===== config.mk =====
export PLATFORM = sky130hd
export DESIGN_NAME = page_bitmap_allocator_core
export DESIGN_NICKNAME = d
export VERILOG_FILES = /design/src/hw/rtl/pba_pkg.sv /design/src/hw/rtl/page_bitmap_allocator_core.sv
export VERILOG_INCLUDE_DIRS = /design/src /design/src/hw/rtl
export SDC_FILE = /design/constraint.sdc
export NUM_CORES = 2
export LEC_CHECK = 0
export BUFFER_PORTS_ARGS = -buffer_cell sky130_fd_sc_hd__buf_4
export CAP_MARGIN = 20
export CORE_MARGIN = 5
export CORE_UTILIZATION = 60
export DETAILED_ROUTE_END_ITERATION = 10
export GPL_ROUTABILITY_DRIVEN = 0
export PLACE_DENSITY = 0.76
export SLEW_MARGIN = 20
export SYNTH_ARGS = -nofsm -noshare
export SYNTH_HDL_FRONTEND = slang
export SYNTH_SLANG_ARGS = --single-unit

===== constraint.sdc =====
create_clock -name clock -period 8.36 [get_ports clock]
set_input_delay 1.672 -clock clock [delete_from_list [all_inputs] [get_ports clock]]
set_output_delay 1.672 -clock clock [all_outputs]
set_load 0.005 [all_outputs]

===== src/hw/rtl/assert_macros.svh =====
// Assertion macros shared by the RTL of the page bitmap allocator.
// Depends on nothing; define NO_ASSERTIONS to compile the checks out.
`ifndef ASSERT_MACROS_SVH
`define ASSERT_MACROS_SVH
`ifndef NO_ASSERTIONS
// Property must hold at every rising clock edge outside reset.
`define ASSERT_PROP(lbl, clk, rst, prop) \
   lbl: assert property (@(posedge clk) disable iff (rst) (prop)) \
      else $error("assertion failed");
// Condition must never be seen at a rising clock edge outside reset.
`define ASSERT_NEVER(lbl, clk, rst, cond) \
   lbl: assert property (@(posedge clk) disable iff (rst) !(cond)) \
      else $error("forbidden condition seen");
`else
`define ASSERT_PROP(lbl, clk, rst, prop)
`define ASSERT_NEVER(lbl, clk, rst, cond)
`endif
`endif


===== src/hw/rtl/pba_pkg.sv =====
// Types, constants and helper functions of the page bitmap allocator.
// Depends on nothing; used by page_bitmap_allocator_core.
package pba_pkg;

   // Fixed widths of the beat fields and of a bitmap word.
   localparam int PAGE_IDX_W  = 10;
   localparam int WORD_BITS   = 32;
   localparam int BIT_SEL_W   = 5;
   // Number of words that a page index can ever reach.
   localparam int INDEX_WORDS = (1 << PAGE_IDX_W) / WORD_BITS;
   localparam logic [WORD_BITS-1:0] ALL_TAKEN = 32'hFFFF_FFFF;

   // Request codes.
   typedef enum logic [1:0] {
      MODE_TAKE  = 2'd0,
      MODE_FREE  = 2'd1,
      MODE_CLEAR = 2'd2,
      MODE_NOP   = 2'd3
   } mode_type;

   // Controller states.
   typedef enum logic [2:0] {
      ST_IDLE,
      ST_MODIFY,
      ST_SCAN,
      ST_ENCODE
   } state_type;

   typedef struct packed {
      mode_type                mode;
      logic [PAGE_IDX_W-1:0]   page_index;
   } req_payload_type;

   typedef struct packed {
      logic                    free_found;
      logic [PAGE_IDX_W-1:0]   first_free;
      logic                    index_error;
   } rsp_payload_type;

   // Position of the lowest clear bit of a word that is not all ones,
   // found by halving the search window five times.
   function automatic logic [BIT_SEL_W-1:0] lowest_zero(input logic [WORD_BITS-1:0] word);
      logic [WORD_BITS-1:0] v;
      logic [BIT_SEL_W-1:0] pos;
      v   = ~word;
      pos = '0;
      for (int i = BIT_SEL_W - 1; i >= 0; i--) begin
         if ((v & ((32'd1 << (1 << i)) - 32'd1)) == 32'd0) begin
            v      = v >> (1 << i);
            pos[i] = 1'b1;
         end
      end
      return pos;
   endfunction

endpackage


===== src/hw/rtl/page_bitmap_allocator_core.sv =====
// Page bitmap allocator: one usage bit per page frame in a word memory.
// Flow: the word that holds the page is read and written back, then words are scanned from
// word 0 until one has a free page or all MEM_WORDS are read, and the result is formed.
// Throughput: one request at a time; the scan reads one memory word per cycle.
// Reset: synchronous; per-word valid bits make the whole map read as free at once.
// Depends on pba_pkg and assert_macros.svh.
`include "assert_macros.svh"

module page_bitmap_allocator_core #(
   parameter int PAGE_COUNT = 1024
) (
   input  logic                     clock,
   input  logic                     reset,
   input  logic                     req_valid,
   output logic                     req_stall,
   input  pba_pkg::req_payload_type req_payload,
   output logic                     rsp_valid,
   input  logic                     rsp_stall,
   output pba_pkg::rsp_payload_type rsp_payload
);

   localparam int WORD_COUNT = (PAGE_COUNT + pba_pkg::WORD_BITS - 1) / pba_pkg::WORD_BITS;
   // Words above the reach of a page index are never written and stay free.
   localparam int MEM_WORDS  = (WORD_COUNT < pba_pkg::INDEX_WORDS) ?
                               WORD_COUNT : pba_pkg::INDEX_WORDS;
   localparam int ADDR_W     = (MEM_WORDS > 1) ? $clog2(MEM_WORDS) : 1;
   localparam int CNT_W      = $clog2(MEM_WORDS + 1);
   localparam int TAIL_BITS  = PAGE_COUNT % pba_pkg::WORD_BITS;
   localparam logic [pba_pkg::WORD_BITS-1:0] TAIL_MASK = (TAIL_BITS == 0) ? '0 :
      ~((32'd1 << TAIL_BITS) - 32'd1);
   localparam logic BEYOND_FREE = (WORD_COUNT > MEM_WORDS);
   localparam logic [pba_pkg::PAGE_IDX_W-1:0] BEYOND_PAGE =
      pba_pkg::PAGE_IDX_W'(MEM_WORDS * pba_pkg::WORD_BITS);

   // Usage memory and its per-word valid bits.
   logic [pba_pkg::WORD_BITS-1:0] mem [MEM_WORDS];
   logic [MEM_WORDS-1:0]          word_valid_ff, word_valid_in;
   logic [pba_pkg::WORD_BITS-1:0] rd_data_ff;
   logic                          rd_valid_ff;
   logic                          rd_en, wr_en;
   logic [ADDR_W-1:0]             rd_addr, wr_addr;
   logic [pba_pkg::WORD_BITS-1:0] wr_data;

   // Control and request registers.
   pba_pkg::state_type            state_ff, state_in;
   pba_pkg::mode_type             mode_ff, mode_in;
   logic [pba_pkg::PAGE_IDX_W-1:0] index_ff, index_in;
   logic                          error_ff, error_in;
   logic [CNT_W-1:0]              scan_cnt_ff, scan_cnt_in;
   logic                          rd_pend_ff, rd_pend_in;
   logic [ADDR_W-1:0]             chk_ff, chk_in;
   logic                          enc_hit_ff, enc_hit_in;
   logic [pba_pkg::WORD_BITS-1:0] enc_word_ff, enc_word_in;
   logic [ADDR_W-1:0]             enc_num_ff, enc_num_in;
   logic                          rsp_valid_ff, rsp_valid_in;
   pba_pkg::rsp_payload_type      rsp_payload_ff, rsp_payload_in;

   logic                          accept;
   logic                          req_error;
   logic [pba_pkg::WORD_BITS-1:0] old_word, scan_view;
   logic                          out_free;

   assign req_stall   = (state_ff != pba_pkg::ST_IDLE);
   assign accept      = req_valid && !req_stall;
   assign rsp_valid   = rsp_valid_ff;
   assign rsp_payload = rsp_payload_ff;
   assign out_free    = !rsp_valid_ff || !rsp_stall;

   // An index at or above the page count is refused for take and free.
   assign req_error = ((req_payload.mode == pba_pkg::MODE_TAKE) ||
                       (req_payload.mode == pba_pkg::MODE_FREE)) &&
                      (32'(req_payload.page_index) >= PAGE_COUNT);

   // Word as read, with pages past the end shown as taken.
   assign old_word  = rd_valid_ff ? rd_data_ff : '0;
   assign scan_view = (32'(chk_ff) == WORD_COUNT - 1) ? (old_word | TAIL_MASK) : old_word;

   // Next state, memory accesses and result.
   always_comb begin
      state_in       = state_ff;
      mode_in        = mode_ff;
      index_in       = index_ff;
      error_in       = error_ff;
      scan_cnt_in    = scan_cnt_ff;
      rd_pend_in     = 1'b0;
      chk_in         = chk_ff;
      enc_hit_in     = enc_hit_ff;
      enc_word_in    = enc_word_ff;
      enc_num_in     = enc_num_ff;
      word_valid_in  = word_valid_ff;
      rsp_valid_in   = rsp_valid_ff && rsp_stall;
      rsp_payload_in = rsp_payload_ff;
      rd_en          = 1'b0;
      rd_addr        = scan_cnt_ff[ADDR_W-1:0];
      wr_en          = 1'b0;
      wr_addr        = ADDR_W'(index_ff >> pba_pkg::BIT_SEL_W);
      wr_data        = old_word;
      if (mode_ff == pba_pkg::MODE_TAKE) begin
         wr_data = old_word | (32'd1 << index_ff[pba_pkg::BIT_SEL_W-1:0]);
      end else begin
         wr_data = old_word & ~(32'd1 << index_ff[pba_pkg::BIT_SEL_W-1:0]);
      end

      case (state_ff)
         pba_pkg::ST_IDLE: begin
            // Take the beat and fetch the word that holds its page.
            if (accept) begin
               mode_in  = req_payload.mode;
               index_in = req_payload.page_index;
               error_in = req_error;
               rd_en    = 1'b1;
               rd_addr  = ADDR_W'(req_payload.page_index >> pba_pkg::BIT_SEL_W);
               state_in = pba_pkg::ST_MODIFY;
            end
         end
         pba_pkg::ST_MODIFY: begin
            // Write back the changed word on a take or free without error, or drop every valid bit on clear.
            if (mode_ff == pba_pkg::MODE_CLEAR) begin
               word_valid_in = '0;
            end else if (!error_ff && ((mode_ff == pba_pkg::MODE_TAKE) ||
                                       (mode_ff == pba_pkg::MODE_FREE))) begin
               wr_en                  = 1'b1;
               word_valid_in[wr_addr] = 1'b1;
            end
            scan_cnt_in = '0;
            state_in    = pba_pkg::ST_SCAN;
         end
         pba_pkg::ST_SCAN: begin
            // One read is issued per cycle while the previous word is checked.
            if (rd_pend_ff && (scan_view != pba_pkg::ALL_TAKEN)) begin
               enc_hit_in  = 1'b1;
               enc_word_in = scan_view;
               enc_num_in  = chk_ff;
               state_in    = pba_pkg::ST_ENCODE;
            end else if (scan_cnt_ff == CNT_W'(MEM_WORDS)) begin
               enc_hit_in = 1'b0;
               state_in   = pba_pkg::ST_ENCODE;
            end else begin
               rd_en       = 1'b1;
               rd_pend_in  = 1'b1;
               chk_in      = scan_cnt_ff[ADDR_W-1:0];
               scan_cnt_in = scan_cnt_ff + CNT_W'(1);
            end
         end
         pba_pkg::ST_ENCODE: begin
            // Form the result once the output register can take it.
            if (out_free) begin
               rsp_valid_in               = 1'b1;
               rsp_payload_in.index_error = error_ff;
               if (enc_hit_ff) begin
                  rsp_payload_in.free_found = 1'b1;
                  rsp_payload_in.first_free = pba_pkg::PAGE_IDX_W'(
                     {enc_num_ff, pba_pkg::lowest_zero(enc_word_ff)});
               end else if (BEYOND_FREE) begin
                  rsp_payload_in.free_found = 1'b1;
                  rsp_payload_in.first_free = BEYOND_PAGE;
               end else begin
                  rsp_payload_in.free_found = 1'b0;
                  rsp_payload_in.first_free = '0;
               end
               state_in = pba_pkg::ST_IDLE;
            end
         end
         default: begin
            state_in = pba_pkg::ST_IDLE;
         end
      endcase
   end

   // Usage memory: one read port with registered data, one write port.
   always_ff @(posedge clock) begin
      if (rd_en) begin
         rd_data_ff  <= mem[rd_addr];
         rd_valid_ff <= word_valid_ff[rd_addr];
      end
      if (wr_en) begin
         mem[wr_addr] <= wr_data;
      end
   end

   // Control registers.
   always_ff @(posedge clock) begin
      if (reset) begin
         state_ff      <= pba_pkg::ST_IDLE;
         word_valid_ff <= '0;
         rsp_valid_ff  <= 1'b0;
         rd_pend_ff    <= 1'b0;
      end else begin
         state_ff      <= state_in;
         word_valid_ff <= word_valid_in;
         rsp_valid_ff  <= rsp_valid_in;
         rd_pend_ff    <= rd_pend_in;
      end
   end

   // Payload registers.
   always_ff @(posedge clock) begin
      mode_ff        <= mode_in;
      index_ff       <= index_in;
      error_ff       <= error_in;
      scan_cnt_ff    <= scan_cnt_in;
      chk_ff         <= chk_in;
      enc_hit_ff     <= enc_hit_in;
      enc_word_ff    <= enc_word_in;
      enc_num_ff     <= enc_num_in;
      rsp_payload_ff <= rsp_payload_in;
   end

   // Checks on the controller.
   `ASSERT_NEVER(a_rd_wr_overlap, clock, reset, rd_en && wr_en)
   `ASSERT_NEVER(a_write_on_error, clock, reset, wr_en && error_ff)
   `ASSERT_NEVER(a_scan_bound, clock, reset, scan_cnt_ff > CNT_W'(MEM_WORDS) && state_ff == pba_pkg::ST_SCAN)
   `ASSERT_PROP(a_none_is_zero, clock, reset, (rsp_valid && !rsp_payload.free_found) |-> (rsp_payload.first_free == '0))
   `ASSERT_PROP(a_accept_stalls, clock, reset, accept |=> req_stall)

endmodule

==> results.json <==
{
  "most-common-layout-cells": "edfxtp_1 (1128), mux4_2 (264), mux2_2 (135)",
  "min_path_cells": 0,
  "synth_area_leaders": "edfxtp_1 (75%), mux4_2 (13%), mux2_2 (3.4%)",
  "netlist_instances": 2142,
  "yosysUniqueCellTypes": 50,
  "fp.coreArea_um2": 74570,
  "cts_setup_buffers": 0,
  "critPathMaxStageDelay_ps": 790,
  "synth_edf_count": 1128,
  "slew_headroom_pct": 26.26,
  "portBuffers": 28,
  "drtIter0Drc": 3114,
  "synth_compound_area_share_pct": 2.438,
  "setup_tns_ps": 0,
  "path_max_fanout": 50,
  "final_cell_area_um2": 50710,
  "fin_skew_ps": 28.17,
  "via_count": 22630,
  "drc": 0,
  "place_hpwl_um": 54880,
  "reg2reg_depth": 10,
  "grt_pass1_wl_um": 158400,
  "path_clk_slew_ps": 60,
  "crit_arrival_ps": 4750,
  "cp-startpoint": "req_valid",
  "clock_latency_ps": 680,
  "nets": 2270,
  "drive_gt1_share_pct": 31.08,
  "synth_xor_area_share_pct": 0.07758,
  "clkSinkCount": 1164,
  "drt-pass1-iter-count": 6,
  "critical_path.slowest_cell": "buf_4",
  "syn_nets": 2165,
  "num_rows": 100,
  "endpoint_kind": "flop",
  "async_flop_share_pct": 0,
  "cts_resized": 0,
  "cts_hold_buf": 0,
  "cts_tree": "done",
  "synth_fa_ha_area_share_pct": 0.1940,
  "rrSetupSlack_ps": 4380,
  "cp_cell_sequence": "buf_4, nand2_4, mux2i_4, buf_4, buf_4, mux4_2, mux2_2, o22ai_1, nor2_1",
  "grt_max_degree": 127,
  "cts_max_level": 3,
  "finalHoldViolCount": 0,
  "grt_use_total_pct": 26.93,
  "synth_top_area_share_pct": 75.01,
  "grt_overflow": 0,
  "cts-root-buf": "clkbuf_16",
  "die_h_um": 284.3,
  "max_freq_ghz": 0.2309,
  "period_needed_ps": 4330,
  "max-vdd-ir-drop_uv": 289.3,
  "status": "finished clean",
  "rsz0062_at_grt": "no",
  "critPathLaunchType": "primary input",
  "io_pins": 30,
  "start_util_pct": 60.55,
  "path_class": "primary input to flop",
  "drt_wl_total_um": 108300,
  "viasPerCell": 6.837,
  "cp_data_required_time_ps": 8780,
  "synth_top_family_by_area": "multiplexers",
  "avgSynthCellArea_um2": 21.08,
  "synth_top_flop_cell": "edfxtp_1",
  "finalSetupViolCount": 0,
  "r2r_start": "state_ff[0]",
  "antenna_found_initial": 1,
  "yosys_warnings": 0,
  "synthesis.area_um2": 45160,
  "synthMuxAreaShare_pct": 16.68,
  "tightest_slew_ps": 1106,
  "maxSlewViolCount": 0,
  "synth.yosys.seq_area_share_pct": 76.61,
  "post_drt_wl_per_cell_um": 32.72,
  "power.leakage_nw": 16.04,
  "syn_to_final_growth_pct": 12.31,
  "hp-class": "flop to flop",
  "cts_made_buffers": 108,
  "postPlaceCellArea_um2": 47080,
  "ys_ff_latch": 1164,
  "synth_area_leader_cell": "edfxtp_1",
  "grt_pass1_vias": 22840,
  "r2r_end": "rd_data_ff[1]",
  "powerDensity_nw_per_um2": 350.0,
  "dieArea_um2": 80850,
  "drt.antenna.violating_nets": 0,
  "die_w_um": 284.3,
  "clk_path_buf_depth": 3,
  "final_common_cell": "edfxtp_1",
  "crit_top_cell": "buf_4",
  "post-route-period-util_pct": 51.80,
  "endpoint": "rd_data_ff[1]",
  "yosys.area_share.simple_pct": 2.738,
  "drv_cap": 0
}
==> worst min-delay path by stage <==
stage / start / slack (ps) / endpoint
6_report: chk_ff[2] / 420 / enc_num_ff[2]
5_1_grt: chk_ff[3] / 440 / enc_num_ff[3]
4_1_cts: chk_ff[0] / 420 / enc_num_ff[0]
3_5_place_dp: chk_ff[0] / 400 / enc_num_ff[0]
3_3_place_gp: chk_ff[1] / 400 / enc_num_ff[1]
2_1_floorplan: chk_ff[0] / 400 / enc_num_ff[0]
==> synth_stat cells (all sizes together) (3+ instances only) <==
master,instances
a21oi,33
a31oi,5
and2,41
and4,4
buf,59
clkbuf,48
dfxtp,36
edfxtp,1128
ha,7
inv,15
mux2,136
mux2i,5
mux4,264
nand2,45
nand2b,5
nand3,16
nand3b,5
nand4,14
nor2,118
nor2b,5
nor3,3
o211ai,4
o21ai,33
o22ai,66
o31ai,16
o41ai,6
==> metrics by stage <==
step           hold WS [ps]  setup slack [ps]  std cells  total power [mW]  util, %
5_1_grt               441.9              3761       3308             18.39    68.00
3_3_place_gp          403.2              3356       3100             12.71    63.12
4_1_cts               420.5              3987       3302             17.72    67.83
3_5_place_dp          404.5              3271       3100             12.87    63.13
6_report              421.8              4030       3310             17.75    68.01
2_1_floorplan         400.3              4632       2142             11.37        -
==> critical path: cells and delay by family <==
kind,cells,cell delay (ps)
and+or+nand+nor,2,260
muxes,3,1250
AOI/OAI and AO/OA,1,180
buffers and inverters,3,1290
==> kinds of logic after synthesis <==
kind of cell | Yosys count
AO/OA/AOI/OAI | 177
buffers and inverters | 122
adder cells (fa/ha/maj) | 7
flip-flops | 1164
other | 1
multiplexers | 405
XOR/XNOR | 4
AND/OR/NAND/NOR | 262
==> area by class of cell <==
type | instances | area [µm²]
Sequential cell | 1164 | 34590
Fill cell | 4432 | 23860
Multi-Input combinational cell | 856 | 10490
Clock buffer | 132 | 2813
Tap cell | 969 | 1212
Timing Repair Buffer | 102 | 854.6
Clock inverter | 70 | 691.9
Inverter | 15 | 56.30
Antenna cell | 2 | 5.005
==> power breakdown <==
group	internal [mW]	leakage (nW)	switching [mW]
Clock	2.74	1.72	2.12
Combinational	2.17	3.71	2.98
Sequential	7.52	10.6	0.220
Total	12.4	16.0	5.32
==> flip-flops by register name (all words and copies together), names as in the netlist <==
name and cells:
state_ff 2, enc_word_ff 31, chk_ff 5, rsp_valid 1, mem 1024, enc_hit_ff 1
rd_data_ff 32, word_valid_ff 32, rd_valid_ff 1, rsp_payload 11, index_ff 10, scan_cnt_ff 6
mode_ff 2, rd_pend_ff 1, enc_num_ff 5
==> metal layers <==
| layer | vias up | global-route usage [%] | share of wire, % |
|---|---|---|---|
| met4 | 0 | 7.978 | 3.2 |
| li1 | 9097 | - | - |
| met5 | - | 0 | 0 |
| met2 | 1485 | 43.39 | 49 |
| met3 | 242 | 5.689 | 12 |
| met1 | 11810 | 38.18 | 36 |
(Power assumes the default switching activity.)
